### config.mk
export PLATFORM = sky130hd
export DESIGN_NAME = percent_escape_decoder_core
export DESIGN_NICKNAME = d
export VERILOG_FILES = /design/src/hdl/pedec_pkg.sv /design/src/hdl/pedec_front.sv /design/src/hdl/pedec_fifo.sv /design/src/hdl/pedec_back.sv /design/src/hdl/percent_escape_decoder_core.sv
export VERILOG_INCLUDE_DIRS = /design/src /design/src/hdl
export SDC_FILE = /design/constraint.sdc
export NUM_CORES = 1
export LEC_CHECK = 0
export ABC_AREA = 1
export BUFFER_PORTS_ARGS = -buffer_cell sky130_fd_sc_hd__buf_4
export CAP_MARGIN = 20
export CORE_ASPECT_RATIO = 0.75
export CORE_UTILIZATION = 30
export CTS_CLUSTER_SIZE = 20
export DETAILED_ROUTE_END_ITERATION = 10
export SYNTH_ARGS = -nofsm -noshare
export SYNTH_HDL_FRONTEND = slang
export SYNTH_HIERARCHICAL = 1
export SYNTH_SLANG_ARGS = --single-unit
### constraint.sdc
create_clock -name clk -period 2.5 [get_ports clk]
set_input_delay 0.5 -clock clk [delete_from_list [all_inputs] [get_ports clk]]
set_output_delay 0.5 -clock clk [all_outputs]
set_load 0.05 [all_outputs]
### src/hdl/percent_escape_decoder_core_assert.svh
// Assertion macros for the percent escape decoder.
`ifndef PERCENT_ESCAPE_DECODER_CORE_ASSERT_SVH
`define PERCENT_ESCAPE_DECODER_CORE_ASSERT_SVH

// Same-cycle implication, checked out of reset.
`define PEDEC_ASSERT_NOW(lbl, ante, cons, msg) \
  lbl: assert property (@(posedge clk) disable iff (!rst_n) (ante) |-> (cons)) else $error(msg);

// Next-cycle implication, checked out of reset.
`define PEDEC_ASSERT_NEXT(lbl, ante, cons, msg) \
  lbl: assert property (@(posedge clk) disable iff (!rst_n) (ante) |=> (cons)) else $error(msg);

`endif

### src/hdl/pedec_pkg.sv
`timescale 1ns / 1ps
package pedec_pkg;

  localparam int QDEPTH = 4;

  localparam logic [7:0] CH_PERCENT      = 8'h25;
  localparam logic [7:0] CH_PLUS         = 8'h2B;
  localparam logic [7:0] CH_SPACE        = 8'h20;
  localparam logic [3:0] HEX_LETTER_BASE = 4'd10;

  // One decoded request: up to three bytes, last flag on the final one.
  typedef struct packed {
    logic [1:0]      cnt;
    logic            last;
    logic [2:0][7:0] bytes;
  } req_t;

  typedef struct packed {
    logic full;
    logic empty;
  } q_stat_t;

  typedef struct packed {
    logic       valid;
    logic [3:0] val;
  } hex_t;

  function automatic hex_t hex_digit(input logic [7:0] c);
    hex_t h;
    h.valid = 1'b0;
    h.val   = 4'd0;
    if (c >= 8'h30 && c <= 8'h39) begin
      h.valid = 1'b1;
      h.val   = c[3:0];
    end else if ((c >= 8'h61 && c <= 8'h66) || (c >= 8'h41 && c <= 8'h46)) begin
      h.valid = 1'b1;
      h.val   = 4'(c[3:0] - 4'd1 + HEX_LETTER_BASE);
    end
    return h;
  endfunction

endpackage

### src/hdl/pedec_front.sv
`timescale 1ns / 1ps
module pedec_front
  import pedec_pkg::*;
(
  input  logic       clk,
  input  logic       rst_n,
  input  logic       in_valid,
  output logic       in_ready,
  input  logic [7:0] in_byte,
  input  logic       in_last,
  input  q_stat_t    q_stat,
  output logic       push,
  output req_t       push_req,
  output logic       idle
);

  typedef enum logic [1:0] {ST_IDLE, ST_PCT, ST_HEX} state_t;

  state_t     st_r, st_nxt;
  logic [7:0] held_r, held_nxt;
  logic       acc;
  hex_t       hb, hd;
  logic       pl_emit;
  logic [7:0] pl_byte;

  assign in_ready = !q_stat.full;
  assign acc      = in_valid && in_ready;
  assign idle     = (st_r == ST_IDLE);

  always_comb begin
    hb       = hex_digit(in_byte);
    hd       = hex_digit(held_r);
    pl_emit  = !((in_byte == CH_PERCENT) && !in_last);
    pl_byte  = (in_byte == CH_PLUS) ? CH_SPACE : in_byte;
    push_req = '0;
    push_req.last = in_last;
    st_nxt   = st_r;
    held_nxt = held_r;
    unique case (st_r)
      ST_PCT: begin
        if (hb.valid) begin
          if (in_last) begin
            push_req.cnt      = 2'd2;
            push_req.bytes[0] = CH_PERCENT;
            push_req.bytes[1] = in_byte;
            st_nxt            = ST_IDLE;
          end else begin
            held_nxt = in_byte;
            st_nxt   = ST_HEX;
          end
        end else begin
          push_req.bytes[0] = CH_PERCENT;
          push_req.bytes[1] = pl_byte;
          push_req.cnt      = pl_emit ? 2'd2 : 2'd1;
          st_nxt            = pl_emit ? ST_IDLE : ST_PCT;
        end
      end
      ST_HEX: begin
        if (hb.valid) begin
          push_req.bytes[0] = {hd.val, hb.val};
          push_req.cnt      = 2'd1;
          st_nxt            = ST_IDLE;
        end else begin
          push_req.bytes[0] = CH_PERCENT;
          push_req.bytes[1] = held_r;
          push_req.bytes[2] = pl_byte;
          push_req.cnt      = pl_emit ? 2'd3 : 2'd2;
          st_nxt            = pl_emit ? ST_IDLE : ST_PCT;
        end
      end
      default: begin
        push_req.bytes[0] = pl_byte;
        push_req.cnt      = pl_emit ? 2'd1 : 2'd0;
        st_nxt            = pl_emit ? ST_IDLE : ST_PCT;
      end
    endcase
    push = acc && (push_req.cnt != 2'd0);
  end

  always_ff @(posedge clk) begin
    if (!rst_n) begin
      st_r   <= ST_IDLE;
      held_r <= '0;
    end else if (acc) begin
      st_r   <= st_nxt;
      held_r <= held_nxt;
    end
  end

endmodule

### src/hdl/pedec_fifo.sv
`timescale 1ns / 1ps
module pedec_fifo
  import pedec_pkg::*;
#(
  parameter int DEPTH = QDEPTH
) (
  input  logic    clk,
  input  logic    rst_n,
  input  logic    push,
  input  req_t    push_req,
  input  logic    pop,
  output req_t    head,
  output q_stat_t stat
);

  localparam int AW = (DEPTH > 1) ? $clog2(DEPTH) : 1;
  localparam int LW = $clog2(DEPTH + 1);

  req_t          mem_r [DEPTH];
  logic [AW-1:0] wr_ptr_r, wr_ptr_nxt;
  logic [AW-1:0] rd_ptr_r, rd_ptr_nxt;
  logic [LW-1:0] lvl_r, lvl_nxt;

  assign head       = mem_r[rd_ptr_r];
  assign stat.full  = (lvl_r == LW'(DEPTH));
  assign stat.empty = (lvl_r == '0);

  always_comb begin
    wr_ptr_nxt = wr_ptr_r;
    rd_ptr_nxt = rd_ptr_r;
    lvl_nxt    = lvl_r;
    if (push) begin
      wr_ptr_nxt = (wr_ptr_r == AW'(DEPTH - 1)) ? '0 : wr_ptr_r + 1'b1;
    end
    if (pop) begin
      rd_ptr_nxt = (rd_ptr_r == AW'(DEPTH - 1)) ? '0 : rd_ptr_r + 1'b1;
    end
    if (push && !pop) begin
      lvl_nxt = lvl_r + 1'b1;
    end else if (pop && !push) begin
      lvl_nxt = lvl_r - 1'b1;
    end
  end

  always_ff @(posedge clk) begin
    if (!rst_n) begin
      wr_ptr_r <= '0;
      rd_ptr_r <= '0;
      lvl_r    <= '0;
    end else begin
      wr_ptr_r <= wr_ptr_nxt;
      rd_ptr_r <= rd_ptr_nxt;
      lvl_r    <= lvl_nxt;
    end
  end

  always_ff @(posedge clk) begin
    if (push) begin
      mem_r[wr_ptr_r] <= push_req;
    end
  end

endmodule

### src/hdl/pedec_back.sv
`timescale 1ns / 1ps
module pedec_back
  import pedec_pkg::*;
(
  input  logic       clk,
  input  logic       rst_n,
  input  req_t       head,
  input  q_stat_t    q_stat,
  output logic       pop,
  output logic       out_valid,
  input  logic       out_ready,
  output logic [7:0] out_byte,
  output logic       out_last
);

  logic [1:0] idx_r, idx_nxt;
  logic       out_valid_r, out_valid_nxt;
  logic [7:0] out_byte_r, out_byte_nxt;
  logic       out_last_r, out_last_nxt;
  logic       load, fin;

  assign out_valid = out_valid_r;
  assign out_byte  = out_byte_r;
  assign out_last  = out_last_r;

  always_comb begin
    load          = !q_stat.empty && (!out_valid_r || out_ready);
    fin           = (idx_r == 2'(head.cnt - 2'd1));
    pop           = load && fin;
    idx_nxt       = idx_r;
    out_valid_nxt = out_valid_r && !out_ready;
    out_byte_nxt  = out_byte_r;
    out_last_nxt  = out_last_r;
    if (load) begin
      out_valid_nxt = 1'b1;
      out_byte_nxt  = head.bytes[idx_r];
      out_last_nxt  = head.last && fin;
      idx_nxt       = fin ? 2'd0 : idx_r + 2'd1;
    end
  end

  always_ff @(posedge clk) begin
    if (!rst_n) begin
      idx_r       <= '0;
      out_valid_r <= 1'b0;
    end else begin
      idx_r       <= idx_nxt;
      out_valid_r <= out_valid_nxt;
    end
  end

  always_ff @(posedge clk) begin
    out_byte_r <= out_byte_nxt;
    out_last_r <= out_last_nxt;
  end

endmodule

### src/hdl/percent_escape_decoder_core.sv
`timescale 1ns / 1ps
`include "percent_escape_decoder_core_assert.svh"
// URL percent decoder. Takes one encoded character per cycle and returns the decoded
// bytes one per cycle while out_tready is high: "%XY" with two hex digits becomes one
// byte, '+' becomes a space, a broken escape is passed through raw, and tlast marks the
// final decoded byte. A character that yields two or three bytes (a broken escape or
// the end-of-string flush) holds the output until all are sent; a QUEUE_DEPTH-entry
// request queue between the character classifier and the byte emitter absorbs these
// bursts, and in_tready drops only while that queue is full. Queue and output are
// registered; a '%' or a first hex digit is held until the next character arrives.
module percent_escape_decoder_core
  import pedec_pkg::*;
#(
  parameter int QUEUE_DEPTH = QDEPTH
) (
  input  logic       clk,
  input  logic       rst_n,
  input  logic       in_tvalid,
  output logic       in_tready,
  input  logic [7:0] in_tdata,   // [7:0] in_byte
  input  logic       in_tlast,
  output logic       out_tvalid,
  input  logic       out_tready,
  output logic [7:0] out_tdata,  // [7:0] out_byte
  output logic       out_tlast
);

  q_stat_t q_stat;
  logic    q_push, q_pop, fr_idle;
  req_t    q_req, q_head;

  pedec_front u_front (
    .clk      (clk),
    .rst_n    (rst_n),
    .in_valid (in_tvalid),
    .in_ready (in_tready),
    .in_byte  (in_tdata),
    .in_last  (in_tlast),
    .q_stat   (q_stat),
    .push     (q_push),
    .push_req (q_req),
    .idle     (fr_idle)
  );

  pedec_fifo #(.DEPTH(QUEUE_DEPTH)) u_fifo (
    .clk      (clk),
    .rst_n    (rst_n),
    .push     (q_push),
    .push_req (q_req),
    .pop      (q_pop),
    .head     (q_head),
    .stat     (q_stat)
  );

  pedec_back u_back (
    .clk       (clk),
    .rst_n     (rst_n),
    .head      (q_head),
    .q_stat    (q_stat),
    .pop       (q_pop),
    .out_valid (out_tvalid),
    .out_ready (out_tready),
    .out_byte  (out_tdata),
    .out_last  (out_tlast)
  );

  `PEDEC_ASSERT_NOW(a_pop_not_empty, q_pop, !q_stat.empty, "pop from empty request queue")
  `PEDEC_ASSERT_NOW(a_push_nonzero, q_push, q_req.cnt != 2'd0, "empty request pushed")
  `PEDEC_ASSERT_NEXT(a_last_clears, in_tvalid && in_tready && in_tlast, fr_idle,
                     "escape still held after final character")
  `PEDEC_ASSERT_NEXT(a_hold_pending, !fr_idle && !in_tvalid, !fr_idle,
                     "held escape lost without input")

endmodule
==> Yosys cells after proc, flatten, opt, wreduce, memory -nomap -nowiden <==
Memory sizes are Yosys's and may differ from the RTL's. A register that Yosys moved wholly into a read port is not among the register bits.
Index checks and enable logic that the tools add are counted.
{ "word_totals": {"register_bits": 29, "latch_bits": 0, "ram_bits": 108, "romBits": 0, "in_bits": 13, "wordCells": 107, "memories": 1} }
{ "mem_list": {"columns": ["name", "depth", "word_bits", "rd", "rd_ports_with_merged_regs", "wr", "line_no", "text"], "rows": [
  ["u_fifo.mem_r", 4, 27, 1, 1, 1, "pedec_fifo.sv:19", "req_t mem_r [DEPTH];"]
]} }
{ "op_classes": {"addsub": 10, "n_mul": 0, "div": 0, "magnitude_cmp": 13, "eq_ne": 8, "shifts": 0, "muxes": 36, "bitwise_logic": 1, "n_reduce_logical": 29} }
{ "op_table": {"columns": ["operator", "n"], "rows": [
  ["two-way mux 16 bit", 3],
  [">= comparator 8 x 7 -> 1 bit, second input constant", 4],
  ["less-or-equal comparator 8 x 7 -> 1 bit, second input constant", 4],
  ["two-way mux 8 bit", 4],
  ["one-hot mux 8 bit (2 select lines)", 2],
  ["two-way mux 2 bit", 12],
  ["binary-select mux 8 bit (select 2 bit)", 1],
  ["== test 8 x 6 -> 1 bit, second input constant", 2],
  [">= comparator 8 x 6 -> 1 bit, second input constant", 2],
  ["less-or-equal comparator 8 x 6 -> 1 bit, second input constant", 2],
  ["logical AND 1 bit", 15],
  ["two-way mux 5 bit", 2],
  ["adder 4 bit, second input constant", 2],
  ["two-way mux 4 bit", 2],
  ["one-hot mux 2 bit (2 select lines)", 2],
  ["subtractor 4 x 1 -> 4 bit, second input constant", 2],
  ["zero test 1 bit", 7],
  ["adder 2 x 1 -> 2 bit, second input constant", 3],
  ["== test 2 bit, second input constant", 3],
  ["two-way mux 1 bit", 6],
  ["two-way mux 3 bit", 2],
  ["AND reduction 4 bit", 1],
  ["nonzero test 2 bit", 2],
  ["adder 3 x 1 -> 3 bit, second input constant", 1],
  ["other kinds (9)", 11]
]} }

==> Depth between registers and ports, before layout <==
Gate-level depths: netlist of the first run.
{ "depth": {"ltp_word": 13, "mapped_depth": 21} }

==> Modules after synthesis <==
The synthesis of the first run kept the hierarchy.
{ "modules_own_cells": {"columns": ["mod", "instances", "cells_each", "area_per_inst_um2", "seq_area_each_um2"], "rows": [
  ["pedec_fifo", 1, 320, 4510.6, 3423.3],
  ["pedec_front", 1, 194, 1173.6, 200.2],
  ["pedec_back", 1, 78, 690.7, 330.3]
]} }

==> Worst setup path after synthesis of the first run <==
Ideal clock, no wire load.
{ "synth_path": {"path_kind": "input-to-reg", "from": "input port in_tdata[1]", "to": "register u_fifo.lvl_r[2]", "t_arrival_ps": 2579, "path_slack_ps": -189, "cell_stages": 20, "path_buffers": 0, "cell_sequence": "inv_1 -> ha_1 -> inv_1 -> nand3_1 -> nand3_4 -> nand2_4 -> nand2_4 -> nand3_1 -> nand2_1 -> nand2_1 -> a21oi_1 -> ha_1 -> inv_1 -> fa_1 -> inv_1 -> nand2_1 -> nand3_1 -> nand2_1 -> inv_1 -> nor2_1"} }
{ "synth_between": {"elab_chain_cells": 12} }
{ "synth_rtl": {"columns": ["element", "line_no", "text"], "rows": [
  ["start, declared", "percent_escape_decoder_core.sv:20", "input logic [7:0] in_tdata,"],
  [">= comparator 8 x 7 -> 1 bit or less-or-equal comparator 8 x 7 -> 1 bit (tied branches)", "pedec_pkg.sv:35", "end else if ((c >= 8'h61 && c <= 8'h66) || (c >= 8'h41 && c <= 8'h46)) begin"],
  ["logical AND 1 bit", "pedec_pkg.sv:35", null],
  ["logical OR 1 bit", "pedec_pkg.sv:35", null],
  ["two-way mux 5 bit", "pedec_pkg.sv:35", null],
  ["two-way mux 5 bit", "pedec_pkg.sv:32", "if (c >= 8'h30 && c <= 8'h39) begin"],
  ["two-way mux 2 bit (on tied branches)", "pedec_front.sv:59, pedec_front.sv:41", null],
  ["one-hot mux 2 bit (2 select lines) *", "pedec_front.sv:39", "unique case (st_r)"],
  ["nonzero test 2 bit *", "pedec_front.sv:77", "push = acc && (push_req.cnt != 2'd0);"],
  ["logical AND 1 bit *", "pedec_front.sv:77", null],
  ["named net q_push", "percent_escape_decoder_core.sv:29", "logic q_push, q_pop, fr_idle;"],
  ["zero test 1 bit", "pedec_fifo.sv:40", "end else if (pop && !push) begin"],
  ["logical AND 1 bit", "pedec_fifo.sv:40", null],
  ["nonzero test 2 bit (no source line)", null, null],
  ["end signal, assigned", "pedec_fifo.sv:53", "lvl_r <= lvl_nxt;"],
  ["end, declared", "pedec_fifo.sv:22", "logic [LW-1:0] lvl_r, lvl_nxt;"]
]} }
Mark *: on every way through the listed nets, which the timed path passes. The rest lies on a longest branch.
A chain may end at the register's enable or synchronous reset.

==> results by group, run 1 <==
Outcome
  – Outcome: complete, no violations

Clock tree
  – Setup Fix Bufs, Post-CTS: 0
  – Num CTS Buffers: 17
  – CTS Hold Bufs: 0
  – Number of clock sinks: 139
  – Number of H-tree levels: 4
  – Clk slew on worst S/H paths: ~0.060 ns
  – Later-pin clock latency in the skew report: about 0.42 ns
  – Root buf cell: clkbuf_16
  – Clock tree from TritonCTS: built
  – CTS Buffer Depth: 2
  – Resize count post-CTS: 0

Layout
  – Share of cells above drive strength 1: 0.228
  – Most frequent cells in the layout: 117 x edfxtp_1, 87 x nor2_1, 73 x buf_4, 62 x nand2_1, 49 x o21ai_0
  – Final nets: between 600 and 700
  – Commonest non-fill, non-tap cell in the layout: edfxtp_1
  – Finished Cell Area: between 7000 and 8000 um^2
  – Number of fill cells: a little over 2000
  – Multi-input gate area: between 2000 and 2500 um^2
  – Area grow syn2layout: 22.6%
  – Ant. Diodes: 0
  – Register Area: 3960 um^2

Pwr
  – Leak: about 3.0 nW
  – Overall power: just over 0.008 W
  – Pwr/cell area: 1060 nW/um^2
  – Maximum vdd drop: 0.000517 V

Yosys
  – Mapped Area: around 6400 um^2
  – Cells after Synth: around 600
  – Mapped Avg Cell Area: approximately 11 um^2
  – Synth warn: 6
  – Synth cell types: 36
  – Ranking of synthesized cells by area: edfxtp_1 55%, dfxtp_1 6.9%, nor2_1 5.1%, o21ai_0 4.0%, nand2_1 3.7%
  – Ys flop type: edfxtp_1
  – Area leader, netlist: edfxtp_1
  – Mapped Nets: just over 600
  – Fraction of registers with async set/reset: 0
  – Flops & latches, synth: 139
  – Share of the synthesized area in the top cell type: 0.551
  – Post-synth EDFFs: 117
  – Seq/Total Area, Yosys: 0.620

GRT
  – First-pass GRT wire length: about 24 mm
  – Global route overflow: 0
  – Antenna violations before repair: 0
  – Number of global-route vias before repair: approximately 4300
  – Largest net degree at the start of global routing: 51
  – GRT Total Usage: 0.144

Timing
  – Ratio of final minimum period to clock period: 0.918
  – RSZ-0062 raised after global routing: false
  – Final Hold Viols: 0
  – Endpoints failing setup: 0
  – Tmin final: roughly 2.3 ns
  – Max Fclk: ~0.44 GHz
  – Worst-margin pin slew: between 0.5 and 0.6 ns
  – Clk_skew: 0.0110 ns
  – Relative slew margins: 0.615
  – Max Slew Vio Count: 0

Route
  – Number of vias per cell: 4.72
  – Initial DRC count: 463
  – # DRC: 0
  – Routed WL per cell: ~16 um
  – Vias: 4536
  – Routed Antenna Nets: 0
  – Total Wirelength: 14.9 mm
  – Pre-Repair DR Iteration Count: 8

Floorplanning
  – Top-level port count: 24
  – Die area: about 22000 um^2
  – Die Y: between 100 and 150 um
  – Core area: 20600 um^2
  – Cell Rows: 45
  – Die X: around 170 um
  – Initial Utilization: 0.310

Critical path
  – Critical Path RT: 2.82 ns
  – Slowest-stage cell, CP: dfxtp_4
  – Setup CP Type: flop to flop
  – Crit path DAT: 2.61 ns
  – CP dominant cell by count: inv_1
  – Critical path depth: 19
  – Worst R2R Setup Slack: approximately 0.21 ns
  – CP endpoint kind: flop
  – Worst path top cell family by delay: adder cells
  – Critical path startpoint category: flop
  – R2R depth: 19
  – WP buf/inv: 6
  – Critical path cell sequence: inv_8 > o21ai_0 > o22ai_2 > inv_1 > nand2_2 > nand2_2 > nand2_2 > nand2_4 > nor2_4 > inv_2 > ha_2 > inv_1 > fa_1 > inv_1 > nand2_1 > nand3_1 > nand2_1 > inv_1 > nor2_1
  – Critical path's largest stage delay: about 0.41 ns
  – CP max FO: 6

Placed design
  – DP HPWL: just over 10 mm
  – Final GP Congestion: slightly above 0.8
  – Port Buf Inserts: 23
  – Placed Instance Area: just over 7000 um^2

Job
  – Max cap viols: 0

Min path
  – Worst min-delay path class: input port to flop
  – Hold path depth: 4
-- layer usage --
layer | routed length (um) | GRT usage
met1 | 7660 | 0.216
met5 | 0 | 0
met3 | 1040 | 0.0438
met2 | 6120 | 0.198
met4 | 119 | 0.0413
-- path summary, 6_finish.rpt --
| check | start | to |
|---|---|---|
| min | out_tready | u_back/out_valid |
| min reg2reg | u_front/st_r[1] | u_front/st_r[1] |
| max reg2reg | flop | u_fifo/lvl_r[2] |
| max | flop | u_fifo/lvl_r[2] |
-- cells in the mapped netlist (all sizes together), types with 8 or more instances --
cell type / number
edfxtp: 117
dfxtp: 22
o22ai: 29
buf: 19
ha: 15
nor2: 91
nor3: 8
a21oi: 24
nand3: 29
inv: 56
nand2: 73
o21ai: 88
-- registers in the layout (all words and copies together), names as in the netlist, named ones only --
register / count
u_back/idx_r: 2
u_fifo/lvl_r: 3
u_back/out_valid: 1
u_fifo/rd_ptr_r: 2
u_back/out_last: 1
u_fifo/mem_r: 108
u_back/out_byte: 8
u_front/st_r: 2
u_fifo/wr_ptr_r: 2
u_front/held_r: 8
-- cell type report --
class	count	share of cell area
Inverter	58	0.0323
Timing Repair Buffer	79	0.0855
Sequential cell	139	0.506
Clock inverter	13	0.0150
Multi-Input combinational cell	372	0.260
Tap cell	282	0.0451
Clock buffer	19	0.0554
-- where the power goes --
part / switching, W / leakage, nW / internal [W]
Clock: 0.000985 / 0.259 / 0.00137
Sequential: 0.000144 / 1.31 / 0.00294
Combinational: 0.00188 / 1.43 / 0.000962
Total: 0.00300 / 2.99 / 0.00527
-- stage by stage --
step	TNS, ns	cells	setup WS, ns	hold slack (ns)	utilization
final	0	962	0.206	0.381	0.380
after global routing	0	962	0.0245	0.398	0.380
after CTS	0	962	0.00176	0.366	0.379
after detailed placement	-0.283	930	-0.193	0.497	0.352
after global placement	-0.120	930	-0.108	0.478	0.352
after floorplan	-0.0608	592	-0.0608	0.457	-
-- worst min-delay path, stage by stage --
cell and delay (ns):
buf_4 0.08, inv_1 0.05, nand2_4 0.07, a21oi_1 0.05
-- kinds of logic (layout without fill, tap and decap cells) --
family / Yosys count / in the layout / share of synthesized area
XOR/XNOR: 4 / 4 / 0.00550
buffers and inverters: 81 / 169 / 0.0675
flip-flops: 139 / 139 / 0.620
AO/OA/AOI/OAI: 145 / 145 / 0.121
adder cells (fa/ha/maj): 16 / 16 / 0.0326
AND/OR/NAND/NOR: 207 / 207 / 0.153
Power figures use the tool's default switching activity.
==> run 2: changes to the inputs <==
--- a/config.mk
+++ b/config.mk
@@ -11,8 +11,10 @@
 export CAP_MARGIN = 20
 export CORE_ASPECT_RATIO = 0.75
 export CORE_UTILIZATION = 30
+export CTS_BUF_LIST = sky130_fd_sc_hd__clkbuf_2
 export CTS_CLUSTER_SIZE = 20
 export DETAILED_ROUTE_END_ITERATION = 10
+export SLEW_MARGIN = 20
 export SYNTH_ARGS = -nofsm -noshare
 export SYNTH_HDL_FRONTEND = slang
 export SYNTH_HIERARCHICAL = 1
==> constraint.sdc (replaced) <==
create_clock -name clk -period 2.5 [get_ports clk]
set_input_delay 0.5 -clock clk [delete_from_list [all_inputs] [get_ports clk]]
set_output_delay 0.5 -clock clk [all_outputs]
set_load 0.1 [all_outputs]
==> run 2 against run 1 <==
- utilization down 1.6 points
- final area down 4.2%
- non-clock buffer count up 1
- fmax down 0.73%
- sequential share of layout area up 2.2 points
- largest cell class unchanged
==> results by group, run 2 (synthesis gave the netlist of run 1 again) <==
Outcome
  – Outcome: complete, no violations (unchanged)

Placed design
  – Setup WS pre-CTS: -0.193 ns (unchanged)
  – Final GP Congestion: 0.813 (unchanged)
  – DP HPWL: 10.2 mm (unchanged)
  – Port Buf Inserts: 23 (unchanged)
  – Placed Instance Area: 7240 um^2 (unchanged)
  – DP Cell Count: 930 (unchanged)

Route
  – Number of vias per cell: 4.71 (was 4.72)
  – Initial DRC count: 524 (was 463)
  – Pre-Repair DR Iteration Count: 6 (was 8)
  – Routed Antenna Nets: 0 (unchanged)
  – Routed WL per cell: 15.4 um (was 15.5 um)
  – Total Wirelength: 14.8 mm (was 14.9 mm)
  – Vias: 4538 (was 4536)
  – # DRC: 0 (unchanged)

Timing
  – Relative slew margins: 0.607 (was 0.615)
  – Max Fclk: 0.433 GHz (was 0.436 GHz)
  – Setup ws final: 0.189 ns (was 0.206 ns)
  – Final setup TNS: 0 ns (unchanged)
  – Worst-margin pin slew: 0.587 ns (was 0.575 ns)
  – Endpoints failing setup: 0 (unchanged)
  – Ratio of final minimum period to clock period: 0.924 (was 0.918)
  – Tmin final: 2.31 ns (was 2.29 ns)
  – Final Hold Viols: 0 (unchanged)
  – RSZ-0062 raised after global routing: false (unchanged)
  – Clk_skew: 0.0369 ns (was 0.0110 ns)
  – Hold slack final: 0.145 ns (was 0.381 ns)
  – Max Slew Vio Count: 0 (unchanged)

Floorplanning
  – Die Y: 128 um (unchanged)
  – Die X: 170 um (unchanged)
  – Die area: 21800 um^2 (unchanged)
  – Initial Utilization: 0.310 (unchanged)
  – Cell Rows: 45 (unchanged)
  – Top-level port count: 24 (unchanged)
  – Core area: 20600 um^2 (unchanged)

Pwr
  – Logic pwr share: 0.427 (was 0.343)
  – Pwr/cell area: 998 nW/um^2 (was 1060 nW/um^2)
  – Register share of total power: 0.411 (was 0.372)
  – Pint: 0.00428 W (was 0.00527 W)
  – Leak: 2.86 nW (was 2.99 nW)
  – Maximum vdd drop: 0.000441 V (was 0.000517 V)
  – Switching share of power: 0.428 (was 0.363)
  – Clock power frac: 0.162 (was 0.285)
  – Sw Pwr: 0.00320 W (was 0.00300 W)

Critical path
  – Critical path's largest stage delay: 0.45 ns (was 0.41 ns)
  – Critical path cell sequence: inv_8 > o21ai_1 > o22ai_2 > buf_4 > nand2_4 > nand3_2 > nand2_4 > nor2_4 > inv_2 > ha_2 > inv_1 > fa_1 > nand2_1 > nand3_1 > nand2_1 > inv_1 > nor2_1 (was inv_8 > o21ai_0 > o22ai_2 > inv_1 > nand2_2 > nand2_2 > nand2_2 > nand2_4 > nor2_4 > inv_2 > ha_2 > inv_1 > fa_1 > inv_1 > nand2_1 > nand3_1 > nand2_1 > inv_1 > nor2_1)
  – Critical Path RT: 3.09 ns (was 2.82 ns)
  – CP endpoint kind: flop (unchanged)
  – Crit path DAT: 2.90 ns (was 2.61 ns)
  – Slowest-stage cell, CP: dfxtp_4 (unchanged)
  – Worst path top cell family by delay: simple AND/OR/NAND/NOR gates (was adder cells)
  – CP max FO: 6 (unchanged)
  – Setup CP Type: flop to flop (unchanged)
  – Critical path startpoint category: flop (unchanged)
  – WP buf/inv: 5 (was 6)

Layout
  – Final cell count without fillers: 963 (was 962)
  – Area grow syn2layout: 17.5% (was 22.6%)
  – Most frequent cells in the layout: 117 x edfxtp_1, 87 x nor2_1, 74 x buf_4, 62 x nand2_1, 48 x o21ai_0 (was 117 x edfxtp_1, 87 x nor2_1, 73 x buf_4, 62 x nand2_1, 49 x o21ai_0)
  – Final nets: 697 (was 696)
  – Finished Cell Area: 7490 um^2 (was 7820 um^2)
  – Largest register FFs: 108 (unchanged)
  – Register Area: 3960 um^2 (about the same)
  – Largest Register: u_fifo/mem_r (unchanged)
  – Multi-input gate area: 2030 um^2 (unchanged)
  – Commonest non-fill, non-tap cell in the layout: edfxtp_1 (unchanged)
  – Number of fill cells: 2065 (was 2015)
  – Share of cells above drive strength 1: 0.233 (was 0.228)
  – Ant. Diodes: 0 (unchanged)

Min path
  – Worst min-delay path class: input port to flop (unchanged)

GRT
  – First-pass GRT wire length: 23.3 mm (was 23.5 mm)
  – GRT Total Usage: 0.142 (was 0.144)
  – Antenna violations before repair: 0 (unchanged)
  – Number of global-route vias before repair: 4245 (was 4290)
  – Largest net degree at the start of global routing: 51 (unchanged)
  – Global route overflow: 0 (unchanged)

Clock tree
  – CTS Buffer Depth: 2 (unchanged)
  – Clock tree from TritonCTS: built (unchanged)
  – Later-pin clock latency in the skew report: 0.65 ns (was 0.42 ns)
  – Number of clock sinks: 139 (unchanged)
  – Clk slew on worst S/H paths: 0.19 ns (was 0.06 ns)
  – Number of H-tree levels: 4 (unchanged)
  – Root buf cell: clkbuf_2 (was clkbuf_16)
  – Num CTS Buffers: 17 (unchanged)

Job
  – Max cap viols: 0 (unchanged)
[run 2: cell types whose count changed in the layout (fill, tap and decap cells not counted)]
cell,before,now
clkbuf_2,0,19
clkbuf_16,17,0
clkbuf_1,2,0
buf_4,73,74
dfxtp_1,20,19
dfxtp_2,1,2
o21ai_0,49,48
o21ai_1,39,40
[run 2: worst reg2reg max path, cell delays in order (launching register included)]
cell and delay [ns]:
dfxtp_4 0.45, inv_8 0.05, o21ai_1 0.16, o22ai_2 0.09, buf_4 0.15, nand2_4 0.07, nand3_2 0.09, nand2_4 0.09
nor2_4 0.05, inv_2 0.08, ha_2 0.18, inv_1 0.06, fa_1 0.39, nand2_1 0.10, nand3_1 0.08, nand2_1 0.06
inv_1 0.04, nor2_1 0.08
[run 2: power by group through the flow]
stage / clock network, W / logic [W] / registers, W
after floorplan: 0 / 0.00178 / 0.00368
after detailed placement: 0 / 0.00314 / 0.00313
after global routing: 0.00136 / 0.00347 / 0.00311
after global placement: 0 / 0.00312 / 0.00312
after CTS: 0.00125 / 0.00316 / 0.00307
final: 0.00121 / 0.00319 / 0.00307
[run 2: metrics by stage]
step / utilization / power (W)
final: 0.364 / 0.00747
after CTS: 0.363 / 0.00748
after global routing: 0.364 / 0.00794
after detailed placement: 0.352 / 0.00627
after floorplan: - / 0.00546
after global placement: 0.352 / 0.00624
[run 2: path summary, 6_finish.rpt]
| kind | startpoint | end | slack (ns) | cells past startpoint |
|---|---|---|---|---|
| worst max-delay path | flop | u_fifo/lvl_r[2] | 0.19 | 17 |
| worst min register to register | u_front/st_r[1] | u_front/st_r[1] | 0.50 | 2 |
| worst max register to register | flop | u_fifo/lvl_r[2] | 0.19 | 17 |
| worst min-delay path | out_tready | u_back/out_valid | 0.15 | 4 |
[run 2: layout make-up]
cell class,count,area share
clock inverters,13,0.0157
multi-input cells,372,0.272
inverters,58,0.0338
well taps,282,0.0471
repair buffers,80,0.0902
flip-flops and latches,139,0.529
clock buffers,19,0.0127
[run 2: repair_timing]
action / in CTS / in global routing
buffers inserted: 0 / 1
hold buffers: 0 / 0
resized for setup: 1 / 9
pin swaps: 0 / 1
endpoints found under the setup margin: 1 / 2
endpoints found under the hold margin: 0 / 0
[run 2: routing by layer]
layer,track usage,wire length [um],up-vias
met5,0,0,-
met4,0.0350,92,0
met3,0.0367,1050,10
met2,0.194,6010,135
met1,0.219,7690,2163
li1,-,-,2230
==> run 3: changes to the inputs <==
--- a/config.mk
+++ b/config.mk
@@ -14,6 +14,7 @@
 export CTS_BUF_LIST = sky130_fd_sc_hd__clkbuf_2
 export CTS_CLUSTER_SIZE = 20
 export DETAILED_ROUTE_END_ITERATION = 10
+export PLACE_DENSITY = 0.5
 export SLEW_MARGIN = 20
 export SYNTH_ARGS = -nofsm -noshare
 export SYNTH_HDL_FRONTEND = slang
==> run 3 against run 2 <==
- clock power increased by 7%
- utilization decreased by 0.14 points
- worst setup slack got worse by 0.056 ns
- die area unchanged
- cell count decreased by 0.52%
- non-clock buffer count decreased by 5
- critical path depth decreased by 3
- largest power group unchanged
==> results by group, run 3 (synthesis gave the netlist of run 1 again) <==
Layout
  – Finished Cell Area: 7460 um^2 (was 7490 um^2)
  – Largest Register: u_fifo/mem_r (unchanged)
  – Share of cells above drive strength 1: 0.219 (was 0.233)
  – Area grow syn2layout: 17.0% (was 17.5%)
  – Number of fill cells: 2011 (was 2065)
  – Multi-input gate area: 2010 um^2 (was 2030 um^2)
  – Final Core Density: 0.363 (was 0.364)
  – Register Area: 3960 um^2 (about the same)
  – Final cell count without fillers: 958 (was 963)
  – Commonest non-fill, non-tap cell in the layout: edfxtp_1 (unchanged)
  – Final nets: 692 (was 697)
  – Most frequent cells in the layout: 117 x edfxtp_1, 87 x nor2_1, 67 x buf_4, 62 x nand2_1, 50 x o21ai_0 (was 117 x edfxtp_1, 87 x nor2_1, 74 x buf_4, 62 x nand2_1, 48 x o21ai_0)
  – Ant. Diodes: 0 (unchanged)
  – Largest register FFs: 108 (unchanged)

GRT
  – Number of global-route vias before repair: 4343 (was 4245)
  – First-pass GRT wire length: 24.2 mm (was 23.3 mm)
  – Largest net degree at the start of global routing: 45 (was 51)
  – Antenna violations before repair: 0 (unchanged)
  – Global route overflow: 0 (unchanged)
  – GRT Total Usage: 0.150 (was 0.142)

Timing
  – Max Slew Vio Count: 0 (unchanged)
  – Worst-margin pin slew: 0.547 ns (was 0.587 ns)
  – Max Fclk: 0.423 GHz (was 0.433 GHz)
  – Clk_skew: 0.0337 ns (was 0.0369 ns)
  – Endpoints failing setup: 0 (unchanged)
  – Ratio of final minimum period to clock period: 0.947 (was 0.924)
  – Relative slew margins: 0.632 (was 0.607)
  – Tmin final: 2.37 ns (was 2.31 ns)
  – Final Hold Viols: 0 (unchanged)
  – RSZ-0062 raised after global routing: false (unchanged)

Pwr
  – Logic pwr share: 0.423 (was 0.427)
  – Switching share of power: 0.425 (was 0.428)
  – Clock power frac: 0.171 (was 0.162)
  – Pint: 0.00434 W (was 0.00428 W)
  – Register share of total power: 0.407 (was 0.411)
  – Sw Pwr: 0.00321 W (was 0.00320 W)
  – Pwr/cell area: 1010 nW/um^2 (was 998 nW/um^2)
  – Maximum vdd drop: 0.000515 V (was 0.000441 V)
  – Leak: 2.84 nW (was 2.86 nW)

Critical path
  – Worst R2R Setup Slack: 0.13 ns (was 0.19 ns)
  – Critical path's largest stage delay: 0.44 ns (was 0.45 ns)
  – Crit path DAT: 2.99 ns (was 2.90 ns)
  – Worst path top cell family by delay: adder cells (was simple AND/OR/NAND/NOR gates)
  – Critical Path RT: 3.13 ns (was 3.09 ns)
  – R2R depth: 14 (was 17)
  – WP buf/inv: 3 (was 5)
  – CP endpoint kind: flop (unchanged)
  – Critical path startpoint category: flop (unchanged)
  – Setup CP Type: flop to flop (unchanged)
  – Slowest-stage cell, CP: fa_2 (was dfxtp_4)
  – CP dominant cell by count: nand2_2
  – Reg-to-Reg End: u_fifo/lvl_r[1] (was u_fifo/lvl_r[2])
  – Critical path cell sequence: o21ai_0 > o22ai_1 > inv_1 > nand2_2 > nand2_2 > nand2_2 > nand2_4 > nor2_4 > inv_2 > ha_2 > inv_1 > fa_2 > o21ai_1 > nor2_1 (was inv_8 > o21ai_1 > o22ai_2 > buf_4 > nand2_4 > nand3_2 > nand2_4 > nor2_4 > inv_2 > ha_2 > inv_1 > fa_1 > nand2_1 > nand3_1 > nand2_1 > inv_1 > nor2_1)
  – CP max FO: 5 (was 6)

Placed design
  – Placed Instance Area: 7200 um^2 (was 7240 um^2)
  – DP Cell Count: 924 (was 930)
  – DP HPWL: 10.7 mm (was 10.2 mm)
  – Port Buf Inserts: 23 (unchanged)
  – Final GP Congestion: 0.872 (was 0.813)

Route
  – Total Wirelength: 15.4 mm (was 14.8 mm)
  – Vias: 4582 (was 4538)
  – Routed WL per cell: 16.0 um (was 15.4 um)
  – Number of vias per cell: 4.78 (was 4.71)
  – Pre-Repair DR Iteration Count: 6 (unchanged)
  – Routed Antenna Nets: 0 (unchanged)
  – # DRC: 0 (unchanged)
  – Initial DRC count: 541 (was 524)

Floorplanning
  – Die X: 170 um (unchanged)
  – Cell Rows: 45 (unchanged)
  – Core area: 20600 um^2 (unchanged)
  – Die Y: 128 um (unchanged)
  – Die area: 21800 um^2 (unchanged)
  – Top-level port count: 24 (unchanged)
  – Initial Utilization: 0.310 (unchanged)

Clock tree
  – Number of clock sinks: 139 (unchanged)
  – Later-pin clock latency in the skew report: 0.71 ns (was 0.65 ns)
  – Root buf cell: clkbuf_2 (unchanged)
  – Num CTS Buffers: 17 (unchanged)
  – Number of H-tree levels: 4 (unchanged)
  – Clock tree from TritonCTS: built (unchanged)
  – Clk slew on worst S/H paths: 0.19 ns (about the same)
  – CTS Buffer Depth: 2 (unchanged)

Outcome
  – Outcome: complete, no violations (unchanged)

Job
  – Max cap viols: 0 (unchanged)

Min path
  – Hold Path End: u_back/out_valid (unchanged)
  – Worst min-delay path class: input port to flop (unchanged)
  – Hold path depth: 4 (unchanged)
  – Min-delay src: out_tready (unchanged)
-- run 3: changes by cell type in the layout (fill, tap and decap cells not counted), sizes merged --
cell,delta
buf,-6
clkinv,+2
dlygate4sd3,+1
bufinv,+1
inv,-1
clkbuf,-2
-- run 3: power groups by stage --
stage	combinational [W]	sequential (W)	clock, W
3_3_place_gp	0.00312	0.00312	0
2_1_floorplan	0.00178	0.00368	0
4_1_cts	0.00318	0.00308	0.00133
3_5_place_dp	0.00318	0.00313	0
5_1_grt	0.00348	0.00311	0.00143
6_report	0.00319	0.00307	0.00129
-- run 3: cell type report --
type                       count  area share
clock buffer                  17      0.0114
clock inverter                15      0.0198
multi-input combinational    372       0.269
inverter                      58      0.0339
timing repair buffer          75      0.0876
sequential                   139       0.531
tap                          282      0.0473
-- run 3: worst max-delay path by stage --
stage	to	cells past startpoint	slack, ns	start
finish	u_fifo/lvl_r[1]	14	0.13	flop
global route	u_fifo/lvl_r[1]	15	0.009	flop
CTS	u_fifo/lvl_r[2]	17	0.02	flop
detailed placement	u_fifo/lvl_r[2]	20	-0.19	in_tdata[1]
floorplan	u_fifo/lvl_r[2]	20	-0.06	in_tdata[1]
global placement	u_fifo/lvl_r[2]	20	-0.11	in_tdata[1]
-- run 3: routing by layer --
layer  GRT usage  share of wire
met2       0.219           0.42
met3      0.0383          0.069
met5           0              0
met4      0.0329         0.0090
met1       0.220           0.50
-- run 3: worst min-delay path, cell delays in order --
cell and delay [ns]:
buf_4 0.07, inv_1 0.05, nand2_4 0.07, a21oi_1 0.05
-- run 3: timing repair --
item | CTS | global route
gates resized for setup | 0 | 4
hold buffers | 1 | 0
setup buffers | 0 | 1
setup endpoints to repair | 0 | 2
endpoints found under the hold margin | 4 | 0
-- run 3: per-stage QoR --
| step | power, W | setup TNS, ns | setup WS (ns) | hold slack, ns |
|---|---|---|---|---|
| 2_1_floorplan | 0.00546 | -0.0619 | -0.0619 | 0.457 |
| 3_3_place_gp | 0.00625 | -0.122 | -0.112 | 0.479 |
| 3_5_place_dp | 0.00631 | -0.306 | -0.194 | 0.488 |
| 4_1_cts | 0.00759 | 0 | 0.0224 | 0.00312 |
| 5_1_grt | 0.00802 | 0 | 0.00891 | 0.0128 |
| 6_report | 0.00755 | 0 | 0.133 | 0.0719 |
